**src/design/lls_pkg.sv**
```systemverilog
`timescale 1ns / 1ps
// ----------------------------------------------------------------------------
// lls_pkg
// Shared types, constants, corner sign helpers and the rounding helper for the
// linear Lagrange shape function pipeline.
// ----------------------------------------------------------------------------
package lls_pkg;

  localparam int FRAC_BITS = 14;
  localparam int COORD_W   = 16;
  // one +- x needs one bit above the coordinate width, one - u - v - w needs two
  localparam int OPND_W    = COORD_W + 2;
  localparam int MUL_A_W   = OPND_W + 1;
  localparam int PROD_W    = 38;
  localparam int CFG_AW    = 3;
  localparam int CFG_DW    = 32;

  localparam logic signed [OPND_W-1:0] ONE = OPND_W'(1) << FRAC_BITS;

  localparam logic [CFG_AW-1:0] REG_ELEMENT_KIND = CFG_AW'(0);

  typedef enum logic [1:0] {
    EK_TRI  = 2'd0,
    EK_QUAD = 2'd1,
    EK_TET  = 2'd2,
    EK_HEX  = 2'd3
  } elem_e;

  typedef enum logic {
    KIND_VALUE = 1'b0,
    KIND_DERIV = 1'b1
  } kind_e;

  typedef enum logic [1:0] {
    AX_NONE = 2'd0,
    AX_U    = 2'd1,
    AX_V    = 2'd2,
    AX_W    = 2'd3
  } axis_e;

  // rounding shift applied after a multiplication
  typedef enum logic [2:0] {
    SH_NONE    = 3'd0,
    SH_QUARTER = 3'd1,
    SH_FRAC    = 3'd2,
    SH_FRAC_Q  = 3'd3,
    SH_FRAC_E  = 3'd4
  } shift_e;

  // operands of the two multiplications for one word
  typedef struct packed {
    logic signed [OPND_W-1:0] a;
    logic signed [OPND_W-1:0] b;
    shift_e                   s1;
    logic signed [OPND_W-1:0] c;
    shift_e                   s2;
  } op_t;

  // corner signs: 1 means the factor is (1 + x)
  function automatic logic corner_pos_u(input logic [2:0] c);
    return (c == 3'd1) || (c == 3'd2) || (c == 3'd5) || (c == 3'd6);
  endfunction

  function automatic logic corner_pos_v(input logic [2:0] c);
    return c[1];
  endfunction

  function automatic logic corner_pos_w(input logic [2:0] c);
    return c[2];
  endfunction

  // divide by a power of two, round to nearest, ties away from zero
  function automatic logic signed [PROD_W-1:0] rnd_shift(
      input logic signed [PROD_W-1:0] x, input shift_e sh);
    logic [PROD_W-1:0] mag;
    logic [PROD_W-1:0] r;
    mag = x[PROD_W-1] ? PROD_W'(-x) : PROD_W'(x);
    unique case (sh)
      SH_NONE:    r = mag;
      SH_QUARTER: r = (mag + (PROD_W'(1) << 1)) >> 2;
      SH_FRAC:    r = (mag + (PROD_W'(1) << (FRAC_BITS - 1))) >> FRAC_BITS;
      SH_FRAC_Q:  r = (mag + (PROD_W'(1) << (FRAC_BITS + 1))) >> (FRAC_BITS + 2);
      SH_FRAC_E:  r = (mag + (PROD_W'(1) << (FRAC_BITS + 2))) >> (FRAC_BITS + 3);
      default:    r = mag;
    endcase
    return x[PROD_W-1] ? -signed'(r) : signed'(r);
  endfunction

endpackage

```
**src/design/lls_decode.sv**
```systemverilog
`timescale 1ns / 1ps
// ----------------------------------------------------------------------------
// lls_decode
// First stage: checks node and axis, forms the corner factors and picks
// the multiplier operands and rounding shifts.
// ----------------------------------------------------------------------------
module lls_decode import lls_pkg::*; (
  input  logic                      clk_i,
  input  logic                      rst_ni,
  input  logic                      valid_i,
  input  elem_e                     ek_i,
  input  logic                      kind_i,
  input  logic [3:0]                node_i,
  input  logic [1:0]                axis_i,
  input  logic signed [COORD_W-1:0] coord_u_i,
  input  logic signed [COORD_W-1:0] coord_v_i,
  input  logic signed [COORD_W-1:0] coord_w_i,
  output logic                      valid_o,
  output op_t                       op_o
);

  logic                     valid_q;
  op_t                      op_d, op_q;
  logic [3:0]               cnt;
  logic [1:0]               dims;
  logic                     bad;
  logic [2:0]               c;
  logic signed [OPND_W-1:0] u, v, w, fu, fv, fw;
  logic                     pu, pv, pw;

  always_comb begin
    u = OPND_W'(coord_u_i);
    v = OPND_W'(coord_v_i);
    w = OPND_W'(coord_w_i);
    unique case (ek_i)
      EK_TRI:  cnt = 4'd3;
      EK_HEX:  cnt = 4'd8;
      default: cnt = 4'd4;
    endcase
    dims = (ek_i == EK_TET || ek_i == EK_HEX) ? 2'd3 : 2'd2;
    bad  = (node_i == 4'd0) || (node_i > cnt) ||
           ((kind_i == KIND_DERIV) && ((axis_i == AX_NONE) || (axis_i > dims)));
    c    = 3'(node_i - 4'd1);
    pu   = corner_pos_u(c);
    pv   = corner_pos_v(c);
    pw   = corner_pos_w(c);
    fu   = pu ? ONE + u : ONE - u;
    fv   = pv ? ONE + v : ONE - v;
    fw   = pw ? ONE + w : ONE - w;
  end

  always_comb begin
    op_d.a  = '0;
    op_d.b  = ONE >>> FRAC_BITS;
    op_d.s1 = SH_NONE;
    op_d.c  = ONE >>> FRAC_BITS;
    op_d.s2 = SH_NONE;
    if (!bad) begin
      unique case (ek_i)
        EK_TRI, EK_TET: begin
          if (kind_i == KIND_VALUE) begin
            priority if (node_i == 4'd1) begin
              op_d.a = u;
            end else if (node_i == 4'd2) begin
              op_d.a = v;
            end else if (node_i == 4'd3 && ek_i == EK_TET) begin
              op_d.a = w;
            end else if (ek_i == EK_TET) begin
              op_d.a = ONE - u - v - w;
            end else begin
              op_d.a = ONE - u - v;
            end
          end else begin
            priority if (node_i == cnt) begin
              op_d.a = -ONE;
            end else if (node_i == 4'(axis_i)) begin
              op_d.a = ONE;
            end else begin
              op_d.a = '0;
            end
          end
        end
        EK_QUAD: begin
          if (kind_i == KIND_VALUE) begin
            op_d.a  = fu;
            op_d.b  = fv;
            op_d.s1 = SH_FRAC_Q;
          end else begin
            op_d.s1 = SH_QUARTER;
            if (axis_i == AX_U) begin
              op_d.a = pu ? fv : -fv;
            end else begin
              op_d.a = pv ? fu : -fu;
            end
          end
        end
        default: begin
          if (kind_i == KIND_VALUE) begin
            op_d.a  = fu;
            op_d.b  = fv;
            op_d.s1 = SH_FRAC;
            op_d.c  = fw;
            op_d.s2 = SH_FRAC_E;
          end else begin
            op_d.s1 = SH_FRAC_E;
            unique case (axis_i)
              AX_U: begin
                op_d.a = pu ? fv : -fv;
                op_d.b = fw;
              end
              AX_V: begin
                op_d.a = pv ? fu : -fu;
                op_d.b = fw;
              end
              default: begin
                op_d.a = pw ? fu : -fu;
                op_d.b = fv;
              end
            endcase
          end
        end
      endcase
    end
  end

  always_ff @(posedge clk_i or negedge rst_ni) begin
    if (!rst_ni) begin
      valid_q <= 1'b0;
    end else begin
      valid_q <= valid_i;
    end
  end

  always_ff @(posedge clk_i) begin
    op_q <= op_d;
  end

  assign valid_o = valid_q;
  assign op_o    = op_q;

endmodule

```
**src/design/lls_mulrnd.sv**
```systemverilog
`timescale 1ns / 1ps
// ----------------------------------------------------------------------------
// lls_mulrnd
// Two stages: a registered signed product, then a registered rounding shift.
// ----------------------------------------------------------------------------
module lls_mulrnd import lls_pkg::*; (
  input  logic                      clk_i,
  input  logic                      rst_ni,
  input  logic                      valid_i,
  input  logic signed [MUL_A_W-1:0] a_i,
  input  logic signed [OPND_W-1:0]  b_i,
  input  shift_e                    sh_i,
  output logic                      valid_o,
  output logic signed [PROD_W-1:0]  res_o
);

  logic                     prod_vld_q, res_vld_q;
  logic signed [PROD_W-1:0] prod_d, prod_q, res_q;
  shift_e                   sh_q;

  assign prod_d = PROD_W'(a_i) * PROD_W'(b_i);

  always_ff @(posedge clk_i or negedge rst_ni) begin
    if (!rst_ni) begin
      prod_vld_q <= 1'b0;
      res_vld_q  <= 1'b0;
    end else begin
      prod_vld_q <= valid_i;
      res_vld_q  <= prod_vld_q;
    end
  end

  always_ff @(posedge clk_i) begin
    prod_q <= prod_d;
    sh_q   <= sh_i;
    res_q  <= rnd_shift(prod_q, sh_q);
  end

  assign valid_o = res_vld_q;
  assign res_o   = res_q;

endmodule

```
**src/design/linear_lagrange_shape_function.sv**
```systemverilog
`timescale 1ns / 1ps
// ----------------------------------------------------------------------------
// linear_lagrange_shape_function
// Linear Lagrange shape function and derivative evaluator, Q2.14 in and out.
// ----------------------------------------------------------------------------
// One word is taken every clock cycle; busy is never raised. Each result
// appears on done_o after one decode stage, two multiply-and-round units
// of two stages each (the second serves the trilinear hexahedron value),
// and a saturation register. Results are strobed for one cycle and cannot
// be held off. Write element_kind only while no words are in flight.
module linear_lagrange_shape_function import lls_pkg::*; (
  input  logic                      clk_i,
  input  logic                      rst_ni,
  input  logic                      psel,
  input  logic                      penable,
  input  logic                      pwrite,
  input  logic [CFG_AW-1:0]         paddr,
  input  logic [CFG_DW-1:0]         pwdata,
  output logic [CFG_DW-1:0]         prdata,
  output logic                      pready,
  input  logic                      start,
  output logic                      busy,
  input  logic                      kind_i,
  input  logic [3:0]                node_i,
  input  logic [1:0]                axis_i,
  input  logic signed [COORD_W-1:0] coord_u_i,
  input  logic signed [COORD_W-1:0] coord_v_i,
  input  logic signed [COORD_W-1:0] coord_w_i,
  output logic                      done_o,
  output logic signed [COORD_W-1:0] shape_value_o,
  output logic                      saturated_o
);

  localparam logic signed [PROD_W-1:0] SAT_MAX = PROD_W'(32767);
  localparam logic signed [PROD_W-1:0] SAT_MIN = -PROD_W'(32768);

  elem_e                    ek_q;
  logic                     dec_vld, m1_vld, m2_vld;
  op_t                      op;
  logic signed [PROD_W-1:0] r1, r2;
  logic signed [OPND_W-1:0] c_d1_q, c_d2_q;
  shift_e                   s2_d1_q, s2_d2_q;
  logic                     done_q, sat_q;
  logic signed [COORD_W-1:0] val_q;

  // configuration
  always_ff @(posedge clk_i or negedge rst_ni) begin
    if (!rst_ni) begin
      ek_q <= EK_TRI;
    end else if (psel && penable && pwrite && pready && paddr == REG_ELEMENT_KIND) begin
      ek_q <= elem_e'(pwdata[1:0]);
    end
  end

  assign prdata = (paddr == REG_ELEMENT_KIND) ? CFG_DW'(ek_q) : '0;
  assign pready = 1'b1;
  assign busy   = 1'b0;

  lls_decode u_decode (
    .clk_i     (clk_i),
    .rst_ni    (rst_ni),
    .valid_i   (start && !busy),
    .ek_i      (ek_q),
    .kind_i    (kind_i),
    .node_i    (node_i),
    .axis_i    (axis_i),
    .coord_u_i (coord_u_i),
    .coord_v_i (coord_v_i),
    .coord_w_i (coord_w_i),
    .valid_o   (dec_vld),
    .op_o      (op)
  );

  lls_mulrnd u_mul1 (
    .clk_i   (clk_i),
    .rst_ni  (rst_ni),
    .valid_i (dec_vld),
    .a_i     (MUL_A_W'(op.a)),
    .b_i     (op.b),
    .sh_i    (op.s1),
    .valid_o (m1_vld),
    .res_o   (r1)
  );

  // hold the second operand alongside the first multiply
  always_ff @(posedge clk_i) begin
    c_d1_q  <= op.c;
    c_d2_q  <= c_d1_q;
    s2_d1_q <= op.s2;
    s2_d2_q <= s2_d1_q;
  end

  lls_mulrnd u_mul2 (
    .clk_i   (clk_i),
    .rst_ni  (rst_ni),
    .valid_i (m1_vld),
    .a_i     (r1[MUL_A_W-1:0]),
    .b_i     (c_d2_q),
    .sh_i    (s2_d2_q),
    .valid_o (m2_vld),
    .res_o   (r2)
  );

  always_ff @(posedge clk_i or negedge rst_ni) begin
    if (!rst_ni) begin
      done_q <= 1'b0;
    end else begin
      done_q <= m2_vld;
    end
  end

  // clip to the 16-bit range
  always_ff @(posedge clk_i) begin
    if (r2 > SAT_MAX) begin
      val_q <= SAT_MAX[COORD_W-1:0];
      sat_q <= 1'b1;
    end else if (r2 < SAT_MIN) begin
      val_q <= SAT_MIN[COORD_W-1:0];
      sat_q <= 1'b1;
    end else begin
      val_q <= r2[COORD_W-1:0];
      sat_q <= 1'b0;
    end
  end

  assign done_o        = done_q;
  assign shape_value_o = val_q;
  assign saturated_o   = sat_q;

`ifndef NO_ASSERTIONS
  a_latency: assert property (@(posedge clk_i) disable iff (!rst_ni)
    (start && !busy) |-> ##6 done_o)
    else $error("accepted word did not complete after six cycles");

  a_no_phantom: assert property (@(posedge clk_i) disable iff (!rst_ni)
    (!start) |-> ##6 !done_o)
    else $error("result strobe without an accepted word");

  a_sat_rail: assert property (@(posedge clk_i) disable iff (!rst_ni)
    (done_o && saturated_o) |->
      (shape_value_o == 16'sh7FFF || shape_value_o == 16'sh8000))
    else $error("saturated result not on a rail");

  a_node_zero: assert property (@(posedge clk_i) disable iff (!rst_ni)
    (start && !busy && node_i == 4'd0) |-> ##6 (shape_value_o == 16'sd0 && !saturated_o))
    else $error("node zero did not give zero");
`endif

endmodule

```
**config.mk**
```make
export PLATFORM = sky130hd
export DESIGN_NAME = linear_lagrange_shape_function
export DESIGN_NICKNAME = d
export VERILOG_FILES = /design/src/design/lls_pkg.sv /design/src/design/lls_decode.sv /design/src/design/lls_mulrnd.sv /design/src/design/linear_lagrange_shape_function.sv
export SDC_FILE = /design/constraint.sdc
export NUM_CORES = 2
export LEC_CHECK = 0
export ABC_AREA = 0
export ABC_CLOCK_PERIOD_IN_PS = 19950
export BUFFER_PORTS_ARGS = -buffer_cell sky130_fd_sc_hd__buf_2
export CAP_MARGIN = 25
export CORE_UTILIZATION = 51
export CTS_BUF_LIST = sky130_fd_sc_hd__clkbuf_2 sky130_fd_sc_hd__clkbuf_4 sky130_fd_sc_hd__clkbuf_8
export CTS_CLUSTER_DIAMETER = 40
export CTS_CLUSTER_SIZE = 40
export DETAILED_ROUTE_END_ITERATION = 7
export HOLD_SLACK_MARGIN = 0.08
export PLACE_DENSITY = 0.79
export SETUP_SLACK_MARGIN = 0.4
export SYNTH_ARGS = -nofsm -noshare
export SYNTH_HDL_FRONTEND = slang
export SYNTH_HIERARCHICAL = 1
export SYNTH_SLANG_ARGS = --single-unit
```
**constraint.sdc**
```tcl
create_clock -name clk_i -period 19.95 [get_ports clk_i]
set_input_delay 2.9925 -clock clk_i [delete_from_list [all_inputs] [get_ports clk_i]]
set_output_delay 2.9925 -clock clk_i [all_outputs]
set_load 0.05 [all_outputs]
```
; Yosys cells after proc, flatten, opt, wreduce, memory -nomap -nowiden
; Index checks and enable logic that the tools add are counted.
[classes]
addsub = 23
multipliers = 2
div_mod_pow = 0
n_lt_le_gt_ge = 4
n_eq_ne = 22
n_shift = 0
muxes = 33
n_bitwise = 0
reduce_logical = 19
[ops]
columns = cell, count
row1 = $mux W18, 15
row2 = $pmux W38 S4, 1
row3 = $mux W38, 2
row4 = $neg A38 Y38, 2
row5 = $pmux W19 S4, 1
row6 = $pmux W36 S2, 1
row7 = $add A16 B16 Y17 const A, 3
row8 = $sub A16 B16 Y17 const A, 3
row9 = $pmux W21 S2, 1
row10 = $mux W39, 1
row11 = $add A38 B14 Y38 const B, 1
row12 = $add A38 B16 Y38 const B, 1
row13 = $add A38 B17 Y38 const B, 1
row14 = $add A38 B2 Y38 const B, 1
row15 = $gt A38 B16 Y1 const B, 1
row16 = $lt A38 B16 Y1 const B, 1
row17 = $mul A19 B18 Y37, 1
row18 = $add A36 B17 Y36 const B, 1
row19 = $mul A18 B18 Y36, 1
row20 = $mux W36, 1
row21 = $neg A18 Y18, 2
row22 = $neg A36 Y36, 1
row23 = $pmux W18 S2, 1
row24 = $add A35 B16 Y35 const B, 1
row25 = other kinds (32), 58
[totals]
ff_bits = 264
latchBits = 0
mem_bits_rw = 0
rom_bits = 0
in_bits = 96
mem_count = 0

; Logic depth before layout (Yosys ltp)
[logic_depth]
ltp_word = 11
ltp_mapped = 29

; By module
; The synthesis kept the hierarchy.
[by_module_without_submodules]
columns = mod, n_inst, cells_each, area_each_um2, seq_area_each_um2
row1 = lls_mulrnd at u_mul2, 1, 2371, 19976.7, 1611.5
row2 = lls_mulrnd at u_mul1, 1, 2314, 19718.9, 1611.5
row3 = lls_decode, 1, 1226, 8602.0, 1146.1
row4 = linear_lagrange_shape_function, 1, 158, 1959.4, 1256.2

; Least setup slack after synthesis
; No wires, ideal clock.
[synth_path]
kind = input -> register
from = input port coord_u_i[0]
to = register u_decode.op_q, in the netlist u_decode/op_o[59]
arrival_ns = 7.325
setup_slack_ns = 12.503
path_stages = 22
n_path_buf = 1
path_cell_list = buf_2 inv_1 ha_1 or4b_4 nor2_1 xnor2_1 ha_1 o21a_1 o21ai_0 a21oi_1 a311o_1 a41o_1 a21o_1 a21oi_1 xnor2_1 ha_1 nand2_1 o31ai_1 mux2_2 nor3_1 o21a_1 nor3_1
[synth_between]
elab_chain_cells = 9
elab_cells_between_ends = 18
cone_classes = 5 x add/sub / 13 x mux
[synth_lines]
columns = element, line
row1 = start: declaration, linear_lagrange_shape_function.sv:26  ; input logic signed [COORD_W-1:0] coord_u_i,
row2 = $sub A16 B16 Y17, "lls_decode.sv:47, lls_decode.sv:69, lls_decode.sv:71"
row3 = $sub A17 B16 Y18, "lls_decode.sv:69, lls_decode.sv:71"
row4 = $sub A18 B16 Y18, lls_decode.sv:69  ; op_d.a = ONE - u - v - w;
row5 = $mux W18, lls_decode.sv:68  ; end else if (ek_i == EK_TET) begin
row6 = $mux W18, lls_decode.sv:66  ; end else if (node_i == 4'd3 && ek_i == EK_TET) begin
row7 = $mux W18, lls_decode.sv:64  ; end else if (node_i == 4'd2) begin
row8 = $mux W18, lls_decode.sv:62  ; priority if (node_i == 4'd1) begin
row9 = $mux W18, lls_decode.sv:61  ; if (kind_i == KIND_VALUE) begin
row10 = $pmux W18 S2 *, lls_decode.sv:59  ; unique case (ek_i)
row11 = end signal: assignment, lls_decode.sv:135  ; op_q <= op_d;
row12 = end: declaration, lls_decode.sv:23  ; op_t op_d, op_q;
; Every way passes the cells marked *; elsewhere a longest branch is shown, timed or not.
; A chain may end at the register's enable or synchronous reset.

; Final worst setup path
[layout_path]
from = input port coord_u_i[0]
to = register u_decode.op_q, in the netlist u_decode/op_o[54]
; Same word-level chain as after synthesis.

==> results list <==
- In this run the static leakage power is 22.93 nW.
- During synthesis, Yosys emitted a total of 6 warnings.
- The die is 311.3 um wide.
- The first detailed-routing pass took 6 iterations.
* Peak VDD IR: 0.07982 mV
- Dividing total power by cell area gives a power density of 91.21 nW/um^2.
- Traced cell by cell, the critical path runs through buf_2 -> inv_1 -> ha_1 -> or4b_4 -> nor2_1 -> xnor2_1 -> ha_1 -> o21a_1 -> o21ai_0 -> a21oi_1 -> nor2_1 -> xnor2_1 -> ha_1 -> a21oi_1 -> a21boi_0 -> a41o_1 -> a211oi_1 -> o21ai_0 -> a21oi_1 -> a211oi_1 -> o31ai_1 -> o211a_1.
* Clock buffers created by TritonCTS: 36
- Slew Viols, Final: 0
* Peak Freq: 126.4 MHz
* Summed instance area of the synthesized netlist: 48790 sq um
- Setup repair after global routing left no endpoint under its margin.
* Data arrival time of the worst path: 8.50 ns
- Count of hold buffers inserted by post-cts repair: 0
- Antenna violations before repair: 1
* Number of filler instances in the final layout: 8656
- Worst Setup End Kind: register
- Clock slew at the register clock pins of the worst setup and hold paths: 0.10 ns
- Htree depth: 2
* Site row count: 113
- Post-synthesis cell count: 5891
- Wire length of the first global-routing pass: 227.5 mm
- Summed over all layers, the routed wires come to 141.2 mm.
- After detailed routing, the average wire length per cell comes to 20.07 um.
- For the finished layout, the period the worst path requires is 7.910 ns.
* Number of max-capacitance violations reported: 0
- For the final database, setup skew stands at 0.06948 ns.
- Most frequent standard cell in the layout excluding fill and tap cells: sky130_fd_sc_hd__inv_1
* Library cell contributing the largest single delay on the critical path: sky130_fd_sc_hd__o31ai_1
- The longest clock path from root to sink contains 3 buffers.
- Hold WC Path Type: register to register
- Count of final hold-check violations: 0
- Routability congestion estimate from global placement: 1.019
- Starting utilization of the core area: 51.43%
* Number of gates resized after cts: 0
- Die Footprint: 96900 sq um
- Syn avg cell area: 8.282 sq um
* Total routing usage reported by global routing: 29.13%
- Slowest Stage Delay on Critical Path: 0.59 ns
* Total Power: 4.615 mW
- Total negative slack for setup checks: 0 ns
- Result of the run: completed
- Setup violations remaining at the end of the flow were counted as 0.
- Vias after detailed routing: 42470
* Worst Setup Start Kind: input pin
- Clock latency reported for the late side of the worst-skew pair: 0.65 ns
- Input/output buffers: 85
- Final clock period utilization by the worst path: 39.65%
- Iteration-0 DRC Markers: 4335
* Global route overflow: 0
* Critical path class: input pin to register
* Commonest cells after routing, fill and taps aside: sky130_fd_sc_hd__inv_1, sky130_fd_sc_hd__fa_1, sky130_fd_sc_hd__nand2_1
- At the end of the flow, the number of nets in the layout was 6797.
- Clock tree from TritonCTS: done
* Largest fanout on the critical path: 10
* Req. time, crit path: 20.54 ns
* Residual DRC count: 0
* Area added between synthesis and finish: 3.701%
* Boundary pin count: 148
- Combined buffer and inverter count along the critical path: 2
- Share of post-route cells with drive strength above 1: 5.771%
- Headroom to the max-slew limit came out at 26.65%.
* Number of post-CTS setup repair buffers: 0
* Chip height: 311.3 um
- Standard cell core area: 94870 sq um
- For the pin with the worst max-slew slack, the measured transition is 1.097 ns.
- Once detail routing completed, the nets flagged for antenna violations numbered 0.
- Vias per std cell: 6.037
* Clock Sinks: 260
- Buffer cell driving the clock tree root: sky130_fd_sc_hd__clkbuf_8
- DPL Wire Length: 109.4 mm
* Vias in the first global route: 42980
- Entering global routing, the biggest net connects 66 pins.
- Family with the most delay on the worst path: compound AO/OA/AOI/OAI gates
flip-flops by register name, summed over array words and instances, names as in the netlist:
name,cells
u_mul2/res_o,38
u_mul2/prod_vld_q,1
saturated_o,1
u_mul1/prod_q,37
u_mul2/sh_q,3
c_d2_q,18
u_mul1/prod_vld_q,1
u_mul1/valid_o,1
u_mul1/res_o,19
u_mul2/valid_o,1
shape_value_o,16
u_mul2/prod_q,37
u_mul1/sh_q,3
s2_d2_q,3
s2_d1_q,3
c_d1_q,18
done_o,1
ek_q,2
u_decode/op_o,56
u_decode/valid_o,1
power by group:
part	internal, mW	total [mW]	switching, mW
Sequential	0.680	1.01	0.333
Clock	0.215	0.473	0.258
Combinational	1.12	3.13	2.01
Total	2.01	4.61	2.60
final timing paths:
path / startpoint / endpoint / slack (ns) / cells past startpoint
setup / recovery: coord_u_i[0] / u_decode/op_o[54] / 12.04 / 22
hold / removal: c_d1_q[8] / c_d2_q[8] / 0.32 / 0
setup reg to reg: u_mul1/res_o[6] / u_mul2/prod_q[36] / 12.06 / 24
hold reg to reg: c_d1_q[8] / c_d2_q[8] / 0.32 / 0
max in group asynchronous: rst_ni / done_o / 17.57 / 1
min in group asynchronous: rst_ni / ek_q[0] / 2.18 / 1
layer usage:
| layer | vias up | wire length [um] | track usage, % |
|---|---|---|---|
| met3 | 471 | 12440 | 4.645 |
| li1 | 19030 | - | - |
| met1 | 20710 | 55140 | 36.96 |
| met4 | 0 | 7523 | 14.77 |
| met2 | 2265 | 66100 | 48.06 |
| met5 | - | 0 | 0 |
worst register-to-register path, cell delays in order (launching register included):
cell	delay, ns
sky130_fd_sc_hd__dfxtp_1	0.96
sky130_fd_sc_hd__nand2_1	0.19
sky130_fd_sc_hd__fa_1	0.57
sky130_fd_sc_hd__inv_1	0.06
sky130_fd_sc_hd__fa_1	0.52
sky130_fd_sc_hd__fa_1	0.46
sky130_fd_sc_hd__fa_1	0.53
sky130_fd_sc_hd__fa_1	0.54
sky130_fd_sc_hd__inv_1	0.05
sky130_fd_sc_hd__fa_1	0.56
sky130_fd_sc_hd__inv_1	0.05
sky130_fd_sc_hd__ha_1	0.35
sky130_fd_sc_hd__a21o_1	0.18
sky130_fd_sc_hd__a21oi_1	0.16
sky130_fd_sc_hd__o21bai_1	0.10
sky130_fd_sc_hd__a21o_1	0.18
sky130_fd_sc_hd__a21o_1	0.20
sky130_fd_sc_hd__nor3_1	0.21
sky130_fd_sc_hd__a211oi_1	0.19
sky130_fd_sc_hd__o41ai_1	0.55
sky130_fd_sc_hd__nand2b_1	0.16
sky130_fd_sc_hd__a211oi_1	0.48
sky130_fd_sc_hd__o21ai_0	0.20
sky130_fd_sc_hd__a21oi_1	0.20
sky130_fd_sc_hd__xnor2_1	0.14
stage by stage:
stage                     hold slack (ns)  instances  util (%)  instance area [sq um]  worst slack [ns]
after CTS                          0.3247       7034     53.32                  50580             12.17
after floorplan                    0.3096       5922         -                  48900             12.50
after global routing               0.3335       7036     53.33                  50590             11.63
after detailed placement           0.3121       6970     52.43                  49740             11.59
after global placement             0.3096       6970     52.43                  49740             11.61
final                              0.3221       7036     53.33                  50590             12.04
final cells by class:
class                           instances  area, sq um  area share, %
Timing Repair Buffer                  133        783.3          1.548
Clock buffer                           42        565.5          1.118
Antenna cell                            1        2.502       0.004946
Tap cell                             1265         1583          3.128
Clock inverter                         22        279.0         0.5515
Multi-Input combinational cell       4350        38520          76.13
Sequential cell                       260         5248          10.37
Inverter                              963         3615          7.145
No activity file was read; power rests on OpenSTA's default activity.
